### src/sv/bdse_pkg.sv
// Shared types, constants and helper functions of the bouncing disc sprite engine.
package bdse_pkg;

  localparam int unsigned POS_W       = 15;
  localparam int unsigned VEL_W       = 11;
  localparam int unsigned RAD_W       = 3;
  localparam int unsigned COL_W       = 8;
  localparam int unsigned DT_W        = 16;
  localparam int unsigned BALL_W      = 3;
  localparam int unsigned SIZE_W      = 8;
  localparam int unsigned COORD_W     = 7;
  localparam int unsigned CFG_IDX_W   = 2;
  localparam int unsigned FRAC_W      = 8;
  localparam int unsigned DELTA_SHIFT = 12;
  localparam int unsigned PROD_W      = VEL_W + DT_W + 1;
  localparam int unsigned DELTA_W     = PROD_W - DELTA_SHIFT;
  localparam int unsigned SUM_W       = POS_W + 3;
  localparam int unsigned LIM_W       = SIZE_W + 2;
  localparam int unsigned ROW_DIFF_W  = COORD_W + 2;

  localparam int unsigned QUEUE_DEPTH = 2;
  localparam int unsigned QPTR_W      = (QUEUE_DEPTH > 1) ? $clog2(QUEUE_DEPTH) : 1;
  localparam int unsigned QCNT_W      = $clog2(QUEUE_DEPTH + 1);

  localparam logic [CFG_IDX_W-1:0] REG_MATRIX_WIDTH  = CFG_IDX_W'(0);
  localparam logic [CFG_IDX_W-1:0] REG_MATRIX_HEIGHT = CFG_IDX_W'(1);

  localparam logic [SIZE_W-1:0] WIDTH_RESET  = 8'd64;
  localparam logic [SIZE_W-1:0] HEIGHT_RESET = 8'd32;
  localparam logic [SIZE_W-1:0] SIZE_LIMIT   = 8'd128;

  localparam logic signed [VEL_W-1:0] VEL_MIN = -11'sd1024;
  localparam logic signed [VEL_W-1:0] VEL_MAX = 11'sd1023;

  typedef enum logic {
    CMD_LOAD = 1'b0,
    CMD_MOVE = 1'b1
  } cmd_e;

  typedef struct packed {
    cmd_e                     kind;
    logic [BALL_W-1:0]        ball;
    logic [POS_W-1:0]         pos_x;
    logic [POS_W-1:0]         pos_y;
    logic signed [VEL_W-1:0]  vel_x;
    logic signed [VEL_W-1:0]  vel_y;
    logic [RAD_W-1:0]         radius;
    logic [COL_W-1:0]         red;
    logic [COL_W-1:0]         green;
    logic [COL_W-1:0]         blue;
    logic [DT_W-1:0]          dt;
  } cmd_t;

  typedef struct packed {
    logic [POS_W-1:0]         pos_x;
    logic [POS_W-1:0]         pos_y;
    logic signed [VEL_W-1:0]  vel_x;
    logic signed [VEL_W-1:0]  vel_y;
    logic [RAD_W-1:0]         radius;
    logic [COL_W-1:0]         red;
    logic [COL_W-1:0]         green;
    logic [COL_W-1:0]         blue;
  } ball_t;

  typedef struct packed {
    logic full;
    logic empty;
  } queue_status_t;

  // Negate a velocity; the most negative code saturates.
  function automatic logic signed [VEL_W-1:0] flip_vel(input logic signed [VEL_W-1:0] v);
    logic signed [VEL_W-1:0] n;
    n = -v;
    if (v == VEL_MIN) begin
      n = VEL_MAX;
    end
    return n;
  endfunction

  // Largest h with h*h + ady*ady <= r*r.
  function automatic logic [RAD_W-1:0] half_width(input logic [RAD_W-1:0] r,
                                                   input logic [RAD_W-1:0] ady);
    logic [RAD_W-1:0] hw;
    logic [7:0]       rr;
    logic [7:0]       lhs;
    hw = '0;
    rr = 8'(r) * 8'(r);
    for (int k = 0; k < (1 << RAD_W); k++) begin
      lhs = 8'(k * k) + 8'(ady) * 8'(ady);
      if ((k <= int'(r)) && (lhs <= rr)) begin
        hw = RAD_W'(k);
      end
    end
    return hw;
  endfunction

endpackage

### src/sv/bdse_ram.sv
// Generic single-write, single-read RAM with registered read data.
module bdse_ram #(
  parameter int unsigned WIDTH = 8,
  parameter int unsigned DEPTH = 8
) (
  input  logic                                     clk_i,
  input  logic                                     we_i,
  input  logic [((DEPTH > 1) ? $clog2(DEPTH) : 1)-1:0] waddr_i,
  input  logic [WIDTH-1:0]                         wdata_i,
  input  logic                                     re_i,
  input  logic [((DEPTH > 1) ? $clog2(DEPTH) : 1)-1:0] raddr_i,
  output logic [WIDTH-1:0]                         rdata_o
);

  logic [WIDTH-1:0] mem [DEPTH];
  logic [WIDTH-1:0] rdata_q;

  always_ff @(posedge clk_i) begin
    if (we_i) begin
      mem[waddr_i] <= wdata_i;
    end
    if (re_i) begin
      rdata_q <= mem[raddr_i];
    end
  end

  assign rdata_o = rdata_q;

endmodule

### src/sv/bdse_front.sv
// Front end: accepts items, drops out-of-range balls and builds queue commands.
module bdse_front #(
  parameter int unsigned NUM_BALLS  = 8,
  parameter int unsigned MAX_RADIUS = 7
) (
  input  logic                              in_valid_i,
  output logic                              in_ready_o,
  input  logic                              op_i,
  input  logic [bdse_pkg::BALL_W-1:0]       ball_index_i,
  input  logic [bdse_pkg::POS_W-1:0]        load_x_i,
  input  logic [bdse_pkg::POS_W-1:0]        load_y_i,
  input  logic signed [bdse_pkg::VEL_W-1:0] load_vx_i,
  input  logic signed [bdse_pkg::VEL_W-1:0] load_vy_i,
  input  logic [bdse_pkg::RAD_W-1:0]        load_radius_i,
  input  logic [bdse_pkg::COL_W-1:0]        load_red_i,
  input  logic [bdse_pkg::COL_W-1:0]        load_green_i,
  input  logic [bdse_pkg::COL_W-1:0]        load_blue_i,
  input  logic [bdse_pkg::DT_W-1:0]         time_step_i,
  input  bdse_pkg::queue_status_t           queue_status_i,
  output logic                              push_o,
  output bdse_pkg::cmd_t                    cmd_o
);

  logic in_range;

  assign in_ready_o = !queue_status_i.full;
  assign in_range   = (int'(ball_index_i) < NUM_BALLS);
  assign push_o     = in_valid_i && in_ready_o && in_range;

  always_comb begin
    cmd_o.kind   = op_i ? bdse_pkg::CMD_MOVE : bdse_pkg::CMD_LOAD;
    cmd_o.ball   = ball_index_i;
    cmd_o.pos_x  = load_x_i;
    cmd_o.pos_y  = load_y_i;
    cmd_o.vel_x  = load_vx_i;
    cmd_o.vel_y  = load_vy_i;
    cmd_o.radius = (int'(load_radius_i) > MAX_RADIUS) ? bdse_pkg::RAD_W'(MAX_RADIUS)
                                                      : load_radius_i;
    cmd_o.red    = load_red_i;
    cmd_o.green  = load_green_i;
    cmd_o.blue   = load_blue_i;
    cmd_o.dt     = time_step_i;
  end

endmodule

### src/sv/bdse_queue.sv
// Command queue between the front end and the back end.
module bdse_queue (
  input  logic                    clk_i,
  input  logic                    rst_ni,
  input  logic                    push_i,
  input  bdse_pkg::cmd_t          push_cmd_i,
  input  logic                    pop_i,
  output bdse_pkg::cmd_t          head_o,
  output bdse_pkg::queue_status_t status_o
);

  bdse_pkg::cmd_t                entry_q [bdse_pkg::QUEUE_DEPTH];
  logic [bdse_pkg::QPTR_W-1:0]   wr_ptr_q;
  logic [bdse_pkg::QPTR_W-1:0]   rd_ptr_q;
  logic [bdse_pkg::QCNT_W-1:0]   count_q;

  localparam logic [bdse_pkg::QPTR_W-1:0] PTR_LAST = bdse_pkg::QPTR_W'(bdse_pkg::QUEUE_DEPTH - 1);
  localparam logic [bdse_pkg::QCNT_W-1:0] CNT_FULL = bdse_pkg::QCNT_W'(bdse_pkg::QUEUE_DEPTH);

  assign status_o.full  = (count_q == CNT_FULL);
  assign status_o.empty = (count_q == '0);
  assign head_o         = entry_q[rd_ptr_q];

  always_ff @(posedge clk_i or negedge rst_ni) begin
    if (!rst_ni) begin
      wr_ptr_q <= '0;
      rd_ptr_q <= '0;
      count_q  <= '0;
    end else begin
      if (push_i) begin
        entry_q[wr_ptr_q] <= push_cmd_i;
        wr_ptr_q <= (wr_ptr_q == PTR_LAST) ? '0 : wr_ptr_q + 1'b1;
      end
      if (pop_i) begin
        rd_ptr_q <= (rd_ptr_q == PTR_LAST) ? '0 : rd_ptr_q + 1'b1;
      end
      if (push_i && !pop_i) begin
        count_q <= count_q + 1'b1;
      end else if (pop_i && !push_i) begin
        count_q <= count_q - 1'b1;
      end
    end
  end

endmodule

### src/sv/bdse_back.sv
// Back end: ball table, motion update with wall reflection and span sequencer.
module bdse_back #(
  parameter int unsigned NUM_BALLS = 8
) (
  input  logic                               clk_i,
  input  logic                               rst_ni,
  input  bdse_pkg::queue_status_t            queue_status_i,
  input  bdse_pkg::cmd_t                     queue_head_i,
  output logic                               queue_pop_o,
  input  logic [bdse_pkg::SIZE_W-1:0]        matrix_width_i,
  input  logic [bdse_pkg::SIZE_W-1:0]        matrix_height_i,
  output logic                               out_valid_o,
  input  logic                               out_ready_i,
  output logic [bdse_pkg::COORD_W-1:0]       span_row_o,
  output logic [bdse_pkg::COORD_W-1:0]       span_x_first_o,
  output logic [bdse_pkg::COORD_W-1:0]       span_x_last_o,
  output logic [bdse_pkg::COL_W-1:0]         span_red_o,
  output logic [bdse_pkg::COL_W-1:0]         span_green_o,
  output logic [bdse_pkg::COL_W-1:0]         span_blue_o,
  output logic [bdse_pkg::BALL_W-1:0]        span_ball_o,
  output logic                               span_final_o
);

  localparam int unsigned IDX_W    = (NUM_BALLS > 1) ? $clog2(NUM_BALLS) : 1;
  localparam int unsigned BALL_BITS = $bits(bdse_pkg::ball_t);
  localparam int unsigned SW = bdse_pkg::SUM_W;
  localparam int unsigned CW = bdse_pkg::COORD_W;

  localparam logic signed [SW-1:0] P_ZERO = '0;
  localparam logic signed [SW-1:0] P_MAX  = SW'((1 << bdse_pkg::POS_W) - 1);

  typedef enum logic [2:0] {
    ST_IDLE,
    ST_READ,
    ST_MUL,
    ST_MOVE,
    ST_SPAN
  } state_e;

  state_e                               state_q;
  bdse_pkg::cmd_t                       cmd_q;
  bdse_pkg::ball_t                      ball_q;
  logic                                 axis_q;
  logic                                 rd_valid_q;
  logic [NUM_BALLS-1:0]                 valid_q;
  logic signed [bdse_pkg::PROD_W-1:0]   prod_q;
  logic [CW-1:0]                        row_q;
  logic [CW-1:0]                        row_last_q;
  logic                                 out_valid_q;
  logic [CW-1:0]                        span_row_q;
  logic [CW-1:0]                        span_x_first_q;
  logic [CW-1:0]                        span_x_last_q;
  logic                                 span_final_q;
  logic [bdse_pkg::COL_W-1:0]           span_red_q;
  logic [bdse_pkg::COL_W-1:0]           span_green_q;
  logic [bdse_pkg::COL_W-1:0]           span_blue_q;
  logic [bdse_pkg::BALL_W-1:0]          span_ball_q;

  // table port
  logic                                 ram_we;
  logic                                 ram_re;
  logic [IDX_W-1:0]                     ram_waddr;
  logic [IDX_W-1:0]                     head_idx;
  logic [IDX_W-1:0]                     cmd_idx;
  bdse_pkg::ball_t                      ram_wdata;
  bdse_pkg::ball_t                      ram_rdata;
  bdse_pkg::ball_t                      load_entry;
  logic [BALL_BITS-1:0]                 ram_rdata_raw;

  // motion
  logic [bdse_pkg::SIZE_W-1:0]          w_eff;
  logic [bdse_pkg::SIZE_W-1:0]          h_eff;
  logic [bdse_pkg::SIZE_W-1:0]          size_sel;
  logic [bdse_pkg::POS_W-1:0]           pos_sel;
  logic signed [bdse_pkg::VEL_W-1:0]    vel_sel;
  logic signed [bdse_pkg::PROD_W-1:0]   prod_d;
  logic signed [bdse_pkg::DELTA_W-1:0]  delta;
  logic signed [SW-1:0]                 p0;
  logic signed [SW-1:0]                 p1;
  logic signed [SW-1:0]                 p2;
  logic signed [SW-1:0]                 p3;
  logic signed [SW-1:0]                 p4;
  logic signed [SW-1:0]                 lim_lo;
  logic signed [SW-1:0]                 lim_hi;
  logic signed [bdse_pkg::LIM_W-1:0]    hi_int;
  logic signed [bdse_pkg::VEL_W-1:0]    v2;
  logic signed [bdse_pkg::VEL_W-1:0]    v3;
  logic [bdse_pkg::POS_W-1:0]           pos_new;
  bdse_pkg::ball_t                      ball_next;

  // span set-up and raster
  logic [bdse_pkg::RAD_W-1:0]           rad;
  logic [CW-1:0]                        cy_new;
  logic [CW-1:0]                        cx;
  logic [CW-1:0]                        cy;
  logic [CW-1:0]                        row_lo;
  logic [CW:0]                          row_top;
  logic [bdse_pkg::SIZE_W-1:0]          h_last;
  logic [bdse_pkg::SIZE_W-1:0]          w_last;
  logic [CW-1:0]                        row_hi;
  logic                                 visible;
  logic signed [bdse_pkg::ROW_DIFF_W-1:0] dy;
  logic [bdse_pkg::RAD_W-1:0]           ady;
  logic [bdse_pkg::RAD_W-1:0]           hw;
  logic [CW-1:0]                        x_first;
  logic [CW:0]                          x_right;
  logic [CW-1:0]                        x_last;
  logic                                 span_load;

  assign head_idx = IDX_W'(queue_head_i.ball);
  assign cmd_idx  = IDX_W'(cmd_q.ball);

  assign queue_pop_o = (state_q == ST_IDLE) && !queue_status_i.empty;

  always_comb begin
    load_entry.pos_x  = queue_head_i.pos_x;
    load_entry.pos_y  = queue_head_i.pos_y;
    load_entry.vel_x  = queue_head_i.vel_x;
    load_entry.vel_y  = queue_head_i.vel_y;
    load_entry.radius = queue_head_i.radius;
    load_entry.red    = queue_head_i.red;
    load_entry.green  = queue_head_i.green;
    load_entry.blue   = queue_head_i.blue;
  end

  assign ram_re    = queue_pop_o && (queue_head_i.kind == bdse_pkg::CMD_MOVE);
  assign ram_we    = (queue_pop_o && (queue_head_i.kind == bdse_pkg::CMD_LOAD)) ||
                     ((state_q == ST_MOVE) && axis_q);
  assign ram_waddr = (state_q == ST_IDLE) ? head_idx : cmd_idx;
  assign ram_wdata = (state_q == ST_IDLE) ? load_entry : ball_next;
  assign ram_rdata = bdse_pkg::ball_t'(ram_rdata_raw);

  bdse_ram #(
    .WIDTH (BALL_BITS),
    .DEPTH (NUM_BALLS)
  ) u_table (
    .clk_i   (clk_i),
    .we_i    (ram_we),
    .waddr_i (ram_waddr),
    .wdata_i (BALL_BITS'(ram_wdata)),
    .re_i    (ram_re),
    .raddr_i (head_idx),
    .rdata_o (ram_rdata_raw)
  );

  // motion of one axis
  assign w_eff = (matrix_width_i > bdse_pkg::SIZE_LIMIT) ? bdse_pkg::SIZE_LIMIT
                                                         : matrix_width_i;
  assign h_eff = (matrix_height_i > bdse_pkg::SIZE_LIMIT) ? bdse_pkg::SIZE_LIMIT
                                                          : matrix_height_i;
  assign rad   = ball_q.radius;

  always_comb begin
    vel_sel  = axis_q ? ball_q.vel_y : ball_q.vel_x;
    pos_sel  = axis_q ? ball_q.pos_y : ball_q.pos_x;
    size_sel = axis_q ? h_eff : w_eff;
    prod_d   = vel_sel * $signed({1'b0, cmd_q.dt});
    delta    = $signed(prod_q[bdse_pkg::PROD_W-1:bdse_pkg::DELTA_SHIFT]);
    p0       = $signed({3'b000, pos_sel}) +
               $signed({{(SW - bdse_pkg::DELTA_W){delta[bdse_pkg::DELTA_W-1]}}, delta});
    p1       = (p0 < P_ZERO) ? P_ZERO : ((p0 > P_MAX) ? P_MAX : p0);
    lim_lo   = $signed({{(SW - bdse_pkg::RAD_W - bdse_pkg::FRAC_W){1'b0}}, rad,
                        {bdse_pkg::FRAC_W{1'b0}}});
    hi_int   = $signed({2'b00, size_sel}) - bdse_pkg::LIM_W'(1)
               - $signed({{(bdse_pkg::LIM_W - bdse_pkg::RAD_W){1'b0}}, rad});
    lim_hi   = $signed({hi_int, {bdse_pkg::FRAC_W{1'b0}}});
    p2       = p1;
    v2       = vel_sel;
    if (p1 < lim_lo) begin
      p2 = lim_lo;
      v2 = bdse_pkg::flip_vel(vel_sel);
    end
    p3 = p2;
    v3 = v2;
    if (p2 > lim_hi) begin
      p3 = lim_hi;
      v3 = bdse_pkg::flip_vel(v2);
    end
    p4      = (p3 < P_ZERO) ? P_ZERO : p3;
    pos_new = p4[bdse_pkg::POS_W-1:0];

    ball_next = ball_q;
    if (axis_q) begin
      ball_next.pos_y = pos_new;
      ball_next.vel_y = v3;
    end else begin
      ball_next.pos_x = pos_new;
      ball_next.vel_x = v3;
    end
  end

  // visible row range of the disc
  always_comb begin
    cy_new  = pos_new[bdse_pkg::POS_W-1:bdse_pkg::FRAC_W];
    row_lo  = (cy_new >= CW'(rad)) ? cy_new - CW'(rad) : '0;
    row_top = {1'b0, cy_new} + (CW + 1)'(rad);
    h_last  = h_eff - 1'b1;
    row_hi  = ((CW + 1)'(h_last) < row_top) ? h_last[CW-1:0] : row_top[CW-1:0];
    visible = (w_eff != '0) && (h_eff != '0);
  end

  // one span per cycle while the output is not stalled
  always_comb begin
    cx      = ball_q.pos_x[bdse_pkg::POS_W-1:bdse_pkg::FRAC_W];
    cy      = ball_q.pos_y[bdse_pkg::POS_W-1:bdse_pkg::FRAC_W];
    dy      = $signed({2'b00, row_q}) - $signed({2'b00, cy});
    ady     = dy[bdse_pkg::ROW_DIFF_W-1] ? bdse_pkg::RAD_W'(-dy) : bdse_pkg::RAD_W'(dy);
    hw      = bdse_pkg::half_width(rad, ady);
    x_first = (cx >= CW'(hw)) ? cx - CW'(hw) : '0;
    x_right = {1'b0, cx} + (CW + 1)'(hw);
    w_last  = w_eff - 1'b1;
    x_last  = ((CW + 1)'(w_last) < x_right) ? w_last[CW-1:0] : x_right[CW-1:0];
    span_load = (state_q == ST_SPAN) && (!out_valid_q || out_ready_i);
  end

  always_ff @(posedge clk_i or negedge rst_ni) begin
    if (!rst_ni) begin
      state_q        <= ST_IDLE;
      cmd_q          <= '0;
      ball_q         <= '0;
      axis_q         <= 1'b0;
      rd_valid_q     <= 1'b0;
      valid_q        <= '0;
      prod_q         <= '0;
      row_q          <= '0;
      row_last_q     <= '0;
      out_valid_q    <= 1'b0;
      span_row_q     <= '0;
      span_x_first_q <= '0;
      span_x_last_q  <= '0;
      span_final_q   <= 1'b0;
      span_red_q     <= '0;
      span_green_q   <= '0;
      span_blue_q    <= '0;
      span_ball_q    <= '0;
    end else begin
      if (span_load) begin
        out_valid_q <= 1'b1;
      end else if (out_ready_i) begin
        out_valid_q <= 1'b0;
      end
      unique case (state_q)
        ST_IDLE: begin
          if (queue_pop_o) begin
            cmd_q <= queue_head_i;
            if (queue_head_i.kind == bdse_pkg::CMD_LOAD) begin
              valid_q[head_idx] <= 1'b1;
            end else begin
              rd_valid_q <= valid_q[head_idx];
              state_q    <= ST_READ;
            end
          end
        end
        ST_READ: begin
          ball_q  <= rd_valid_q ? ram_rdata : '0;
          axis_q  <= 1'b0;
          state_q <= ST_MUL;
        end
        ST_MUL: begin
          prod_q  <= prod_d;
          state_q <= ST_MOVE;
        end
        ST_MOVE: begin
          ball_q <= ball_next;
          if (!axis_q) begin
            axis_q  <= 1'b1;
            state_q <= ST_MUL;
          end else begin
            row_q      <= row_lo;
            row_last_q <= row_hi;
            state_q    <= visible ? ST_SPAN : ST_IDLE;
          end
        end
        ST_SPAN: begin
          if (span_load) begin
            span_row_q     <= row_q;
            span_x_first_q <= x_first;
            span_x_last_q  <= x_last;
            span_final_q   <= (row_q == row_last_q);
            span_red_q     <= ball_q.red;
            span_green_q   <= ball_q.green;
            span_blue_q    <= ball_q.blue;
            span_ball_q    <= cmd_q.ball;
            if (row_q == row_last_q) begin
              state_q <= ST_IDLE;
            end else begin
              row_q <= row_q + 1'b1;
            end
          end
        end
        default: begin
          state_q <= ST_IDLE;
        end
      endcase
    end
  end

  assign out_valid_o    = out_valid_q;
  assign span_row_o     = span_row_q;
  assign span_x_first_o = span_x_first_q;
  assign span_x_last_o  = span_x_last_q;
  assign span_red_o     = span_red_q;
  assign span_green_o   = span_green_q;
  assign span_blue_o    = span_blue_q;
  assign span_ball_o    = span_ball_q;
  assign span_final_o   = span_final_q;

  a_no_port_clash: assert property (@(posedge clk_i) disable iff (!rst_ni)
    !(ram_we && ram_re))
    else $error("table read and write in the same cycle");

  a_span_from_raster: assert property (@(posedge clk_i) disable iff (!rst_ni)
    $rose(out_valid_q) |-> $past(state_q == ST_SPAN))
    else $error("span item raised outside the raster state");

  a_row_in_range: assert property (@(posedge clk_i) disable iff (!rst_ni)
    (state_q == ST_SPAN) |-> (row_q <= row_last_q))
    else $error("raster row past the last visible row");

  a_span_ordered: assert property (@(posedge clk_i) disable iff (!rst_ni)
    out_valid_q |-> (span_x_first_q <= span_x_last_q))
    else $error("span with first column right of last column");

  a_final_ends_disc: assert property (@(posedge clk_i) disable iff (!rst_ni)
    span_load && (row_q == row_last_q) |=> (state_q == ST_IDLE))
    else $error("sequencer kept running after the final span");

endmodule

### src/sv/bouncing_disc_sprite_engine_unit.sv
// Top level of the bouncing disc sprite engine: config registers, front end, queue, back end.
//
// A load item is written to the ball table in the same cycle it leaves the queue. An advance item
// leaves the queue, then takes its motion work (table read, then a multiply and a clamp step
// for each axis on one shared multiplier), then one span per visible disc row, 2*radius+1 at
// most, one per cycle while the output does not stall; each span is held in the output
// register until taken. A two-entry command queue lets the input side keep accepting while
// the back end works or the output stalls. The ball table resets by per-entry valid bits, so
// no clearing pass follows reset.
module bouncing_disc_sprite_engine_unit #(
  parameter int unsigned NUM_BALLS  = 8,
  parameter int unsigned MAX_RADIUS = 7
) (
  input  logic                                   clk_i,
  input  logic                                   rst_ni,
  input  logic                                   cfg_we_i,
  input  logic [bdse_pkg::CFG_IDX_W-1:0]         cfg_index_i,
  input  logic [bdse_pkg::SIZE_W-1:0]            cfg_data_i,
  input  logic                                   in_valid_i,
  output logic                                   in_ready_o,
  input  logic                                   op_i,
  input  logic [bdse_pkg::BALL_W-1:0]            ball_index_i,
  input  logic [bdse_pkg::POS_W-1:0]             load_x_i,
  input  logic [bdse_pkg::POS_W-1:0]             load_y_i,
  input  logic signed [bdse_pkg::VEL_W-1:0]      load_vx_i,
  input  logic signed [bdse_pkg::VEL_W-1:0]      load_vy_i,
  input  logic [bdse_pkg::RAD_W-1:0]             load_radius_i,
  input  logic [bdse_pkg::COL_W-1:0]             load_red_i,
  input  logic [bdse_pkg::COL_W-1:0]             load_green_i,
  input  logic [bdse_pkg::COL_W-1:0]             load_blue_i,
  input  logic [bdse_pkg::DT_W-1:0]              time_step_i,
  output logic                                   out_valid_o,
  input  logic                                   out_ready_i,
  output logic [bdse_pkg::COORD_W-1:0]           span_row_o,
  output logic [bdse_pkg::COORD_W-1:0]           span_x_first_o,
  output logic [bdse_pkg::COORD_W-1:0]           span_x_last_o,
  output logic [bdse_pkg::COL_W-1:0]             span_red_o,
  output logic [bdse_pkg::COL_W-1:0]             span_green_o,
  output logic [bdse_pkg::COL_W-1:0]             span_blue_o,
  output logic [bdse_pkg::BALL_W-1:0]            span_ball_o,
  output logic                                   span_final_o
);

  logic [bdse_pkg::SIZE_W-1:0] matrix_width_q;
  logic [bdse_pkg::SIZE_W-1:0] matrix_height_q;
  logic                        push;
  logic                        pop;
  bdse_pkg::cmd_t              push_cmd;
  bdse_pkg::cmd_t              head_cmd;
  bdse_pkg::queue_status_t     queue_status;

  always_ff @(posedge clk_i or negedge rst_ni) begin
    if (!rst_ni) begin
      matrix_width_q  <= bdse_pkg::WIDTH_RESET;
      matrix_height_q <= bdse_pkg::HEIGHT_RESET;
    end else if (cfg_we_i) begin
      unique case (cfg_index_i)
        bdse_pkg::REG_MATRIX_WIDTH:  matrix_width_q  <= cfg_data_i;
        bdse_pkg::REG_MATRIX_HEIGHT: matrix_height_q <= cfg_data_i;
        default: begin
        end
      endcase
    end
  end

  bdse_front #(
    .NUM_BALLS  (NUM_BALLS),
    .MAX_RADIUS (MAX_RADIUS)
  ) u_front (
    .in_valid_i     (in_valid_i),
    .in_ready_o     (in_ready_o),
    .op_i           (op_i),
    .ball_index_i   (ball_index_i),
    .load_x_i       (load_x_i),
    .load_y_i       (load_y_i),
    .load_vx_i      (load_vx_i),
    .load_vy_i      (load_vy_i),
    .load_radius_i  (load_radius_i),
    .load_red_i     (load_red_i),
    .load_green_i   (load_green_i),
    .load_blue_i    (load_blue_i),
    .time_step_i    (time_step_i),
    .queue_status_i (queue_status),
    .push_o         (push),
    .cmd_o          (push_cmd)
  );

  bdse_queue u_queue (
    .clk_i      (clk_i),
    .rst_ni     (rst_ni),
    .push_i     (push),
    .push_cmd_i (push_cmd),
    .pop_i      (pop),
    .head_o     (head_cmd),
    .status_o   (queue_status)
  );

  bdse_back #(
    .NUM_BALLS (NUM_BALLS)
  ) u_back (
    .clk_i           (clk_i),
    .rst_ni          (rst_ni),
    .queue_status_i  (queue_status),
    .queue_head_i    (head_cmd),
    .queue_pop_o     (pop),
    .matrix_width_i  (matrix_width_q),
    .matrix_height_i (matrix_height_q),
    .out_valid_o     (out_valid_o),
    .out_ready_i     (out_ready_i),
    .span_row_o      (span_row_o),
    .span_x_first_o  (span_x_first_o),
    .span_x_last_o   (span_x_last_o),
    .span_red_o      (span_red_o),
    .span_green_o    (span_green_o),
    .span_blue_o     (span_blue_o),
    .span_ball_o     (span_ball_o),
    .span_final_o    (span_final_o)
  );

endmodule
### config.mk
export PLATFORM = sky130hd
export DESIGN_NAME = bouncing_disc_sprite_engine_unit
export DESIGN_NICKNAME = d
export VERILOG_FILES = /design/src/sv/bdse_pkg.sv /design/src/sv/bdse_ram.sv /design/src/sv/bdse_front.sv /design/src/sv/bdse_queue.sv /design/src/sv/bdse_back.sv /design/src/sv/bouncing_disc_sprite_engine_unit.sv
export SDC_FILE = /design/constraint.sdc
export NUM_CORES = 2
export LEC_CHECK = 0
export ABC_AREA = 1
export BUFFER_PORTS_ARGS = -buffer_cell sky130_fd_sc_hd__buf_4
export CAP_MARGIN = 20
export CORE_MARGIN = 3
export CORE_UTILIZATION = 50
export DETAILED_ROUTE_END_ITERATION = 6
export PLACE_DENSITY = 0.66
export SKIP_LAST_GASP = 1
export SYNTH_ARGS = -nofsm -noshare
export SYNTH_HDL_FRONTEND = slang
export SYNTH_SLANG_ARGS = --single-unit
export TNS_END_PERCENT = 10
### constraint.sdc
create_clock -name clk_i -period 13.5 [get_ports clk_i]
set_input_delay 0.675 -clock clk_i [delete_from_list [all_inputs] [get_ports clk_i]]
set_output_delay 0.675 -clock clk_i [all_outputs]
set_load 0.01 [all_outputs]
==> results.yml <==
place:
  dp_hpwl_mm: 90.56
  place.gp.congestion: 0.9146
  placed_cells: 5954
  numPortBuffers: 164
worst_setup_path:
  cp.required_ps: 14060
  rrSetupSlack_ps: 4020
  rr_worst_depth: 49
  cp-startpoint: "u_back.axis_q"
  path_max_fanout: 70
  worst_path_largest_cell_delay_ps: 700
  cpMostUsedCell: "nand2_1"
  cp_slowest_cell: "dfrtp_4"
  crit_type: "flop to flop"
  crit_path_start_kind: "flop"
  crit-reg2reg-launch: "u_back.axis_q"
  worstPathArrival_ps: 10040
  end_kind: "flop"
  r2r_end: "u_back.row_last_q[5]"
synthesis:
  synth_seq_area_share: 0.6181
  ys_ff_latch: 1120
  syn_nets: 4973
  netlist_instances: 4548
  synth_area_sq_um: 52710
  ys_warn_count: 0
  syn-mean-instance-area_sq_um: 11.59
  yosysUniqueCellTypes: 72
  synth_edf_count: 909
  synth-main-ff-cell: "edfxtp_1"
  synthArstFlopShare: 0.1884
routing:
  drt_iter0_drc: 3515
  detail_route.first_pass.iterations: 6
  remaining_drc_errors: 0
  ant_nets: 0
  post_drt_wl_per_cell_microns: 23.23
  drt-total-wl_mm: 143.3
  vias: 35910
  routed_via_density: 5.824
floorplanning:
  coreArea_sq_um: 104100
  ioPinCount: 165
  die_y_microns: 330.7
  initial_core_util: 0.5064
  rows: 118
  die_x_microns: 330.7
  die-area_sq_um: 109400
layout:
  drive_above_1_share: 0.1064
  fin_util: 0.5694
  fin_nets: 5113
  syn_to_final_growth_pct: 12.44
  layout_commonest_cell: "edfxtp_1"
  layout.cells.non_filler: 6167
  final_cell_mix: "edfxtp_1 (909), nand2_1 (908), inv_1 (420)"
timing:
  worst_pin_slew_ps: 1086
  setup_viol: 0
  finalHoldViolCount: 0
  finalMaxSlewViolations: 0
  timing.fmax_mhz: 105.5
  period_needed_ps: 9479
  period_share: 0.7022
  skew_ps: 62.10
  rsz0062_at_grt: "no"
  slew_headroom: 0.2682
  finalSetupTns_ps: 0
global_route:
  gr-total-overflow: 0
  grtUsageTotal: 0.2622
  grt_max_degree: 92
  grt_pass1_vias: 35290
  grt_pass1_wl_mm: 216.4
  antenna_found_initial: 5
clocking:
  cts_max_path_buffers: 3
  cts.reportedPaths.clkPinSlew_ps: 60
  post_cts_resized: 0
  cts.sinks: 1120
  cts_made_buffers: 111
  htreeDepth: 3
  tritoncts: "done"
  root_buffer: "clkbuf_16"
  clk-insertion-delay-late_ps: 720
min_path:
  min_path_type: "input port to flop"
  holdPathEnd: "u_queue.entry_q[1][70]"
  hold_path_depth: 1
  holdCritStartpoint: "load_y_i[5]"
run:
  drv_cap: 0
run_status:
  status: "complete, no violations"
## layout make-up
class	count	area, sq um
antenna	2	5.005
clock buffer	146	3022
clock inverter	64	738.2
fill	8567	44820
inverter	448	1688
multi-input combinational	2783	17790
sequential	1120	32590
tap	1380	1727
timing repair buffer	224	1704
## repair_timing
item,4_1_cts,5_1_grt
hold buffers,1,0
hold endpoints to repair,20,0
buffers inserted,0,0
## critical path, delay by kind of cell (launching register included)
kind | cells | cell delay, ps
AND/OR/NAND/NOR | 22 | 2860
buffers and inverters | 10 | 1490
adder cells (fa/ha/maj) | 7 | 1830
flip-flops | 1 | 700
AO/OA/AOI/OAI | 10 | 2440
## worst max path at each step
stage | to | slack, ps | depth (start not counted)
2_1_floorplan | u_back.row_last_q[6] | 5200 | 60
3_3_place_gp | u_back.row_last_q[6] | 4310 | 50
3_5_place_dp | u_back.row_last_q[5] | 4120 | 49
4_1_cts | u_back.row_last_q[6] | 4050 | 50
5_1_grt | u_back.row_last_q[4] | 3080 | 50
6_report | u_back.row_last_q[5] | 4020 | 49
## metal layers
metal,vias up,global-route usage,part of all wire
met3,238,0.04435,0.077
li1,16350,-,-
met5,-,0,0.00044
met2,1479,0.4211,0.47
met1,17840,0.3732,0.43
met4,8,0.06887,0.025
## cells in the mapped netlist, types with 7 or more instances
library cell / n / area share
edfxtp_1: 909 / 0.52
nand2_1: 908 / 0.065
inv_1: 420 / 0.030
nor2_1: 301 / 0.021
a22oi_1: 275 / 0.039
dfrtp_1: 209 / 0.099
o21ai_0: 190 / 0.018
ha_1: 180 / 0.043
nand3_1: 179 / 0.017
clkbuf_1: 164 / 0.012
fa_1: 131 / 0.050
nand4_1: 109 / 0.013
a21oi_1: 76 / 0.0072
a31oi_1: 59 / 0.0070
xor2_1: 40 / 0.0066
o21ai_1: 35 / 0.0033
o211ai_1: 34 / 0.0048
xnor2_1: 27 / 0.0045
a32oi_1: 24 / 0.0040
nor3_1: 22 / 0.0021
o31ai_1: 20 / 0.0028
a221oi_1: 19 / 0.0032
nand2_2: 17 / 0.0020
or2_2: 17 / 0.0020
inv_2: 15 / 0.0011
a22o_1: 13 / 0.0022
buf_1: 13 / 0.00093
clkinv_1: 11 / 0.00078
nor2_2: 9 / 0.0011
nand3b_1: 8 / 0.0011
buf_2: 7 / 0.00066
clkbuf_2: 7 / 0.00066
o21bai_1: 7 / 0.0010
## state kept, by name, indices dropped and copies added (netlist names), 16 cells and up
name	flops
u_queue.entry_q	198
u_back.u_table.rdata_o	79
u_back.u_table.mem	632
u_back.cmd_q	16
u_back.ball_next	24
u_back.ball_q	52
u_back.prod_q	16
## per-stage QoR
step | cell area (sq um) | hold WS [ps] | setup slack, ps
floorplan | 52710 | 379.4 | 5199
global placement | 55470 | 439.0 | 4306
detailed placement | 55490 | 454.3 | 4120
CTS | 59260 | 93.32 | 4054
global route | 59260 | 109.0 | 3082
finish | 59270 | 140.2 | 4021
## logic make-up (layout without fill, tap and decap cells)
kind of cell,after synthesis,after routing,share of synthesized area
buffers and inverters,645,882,0.04712
DFF,1120,1120,0.6181
AOI/OAI and AO/OA,798,798,0.1004
xor gates and xnor gates,67,67,0.01113
and+or+nand+nor,1605,1605,0.1306
muxes,1,1,0.0001899
other,1,3,0.00007114
adders and majority gates,311,311,0.09248
Power is not shown: default switching activity piles up to over one toggle a cycle in this logic, so the estimate is an artifact.
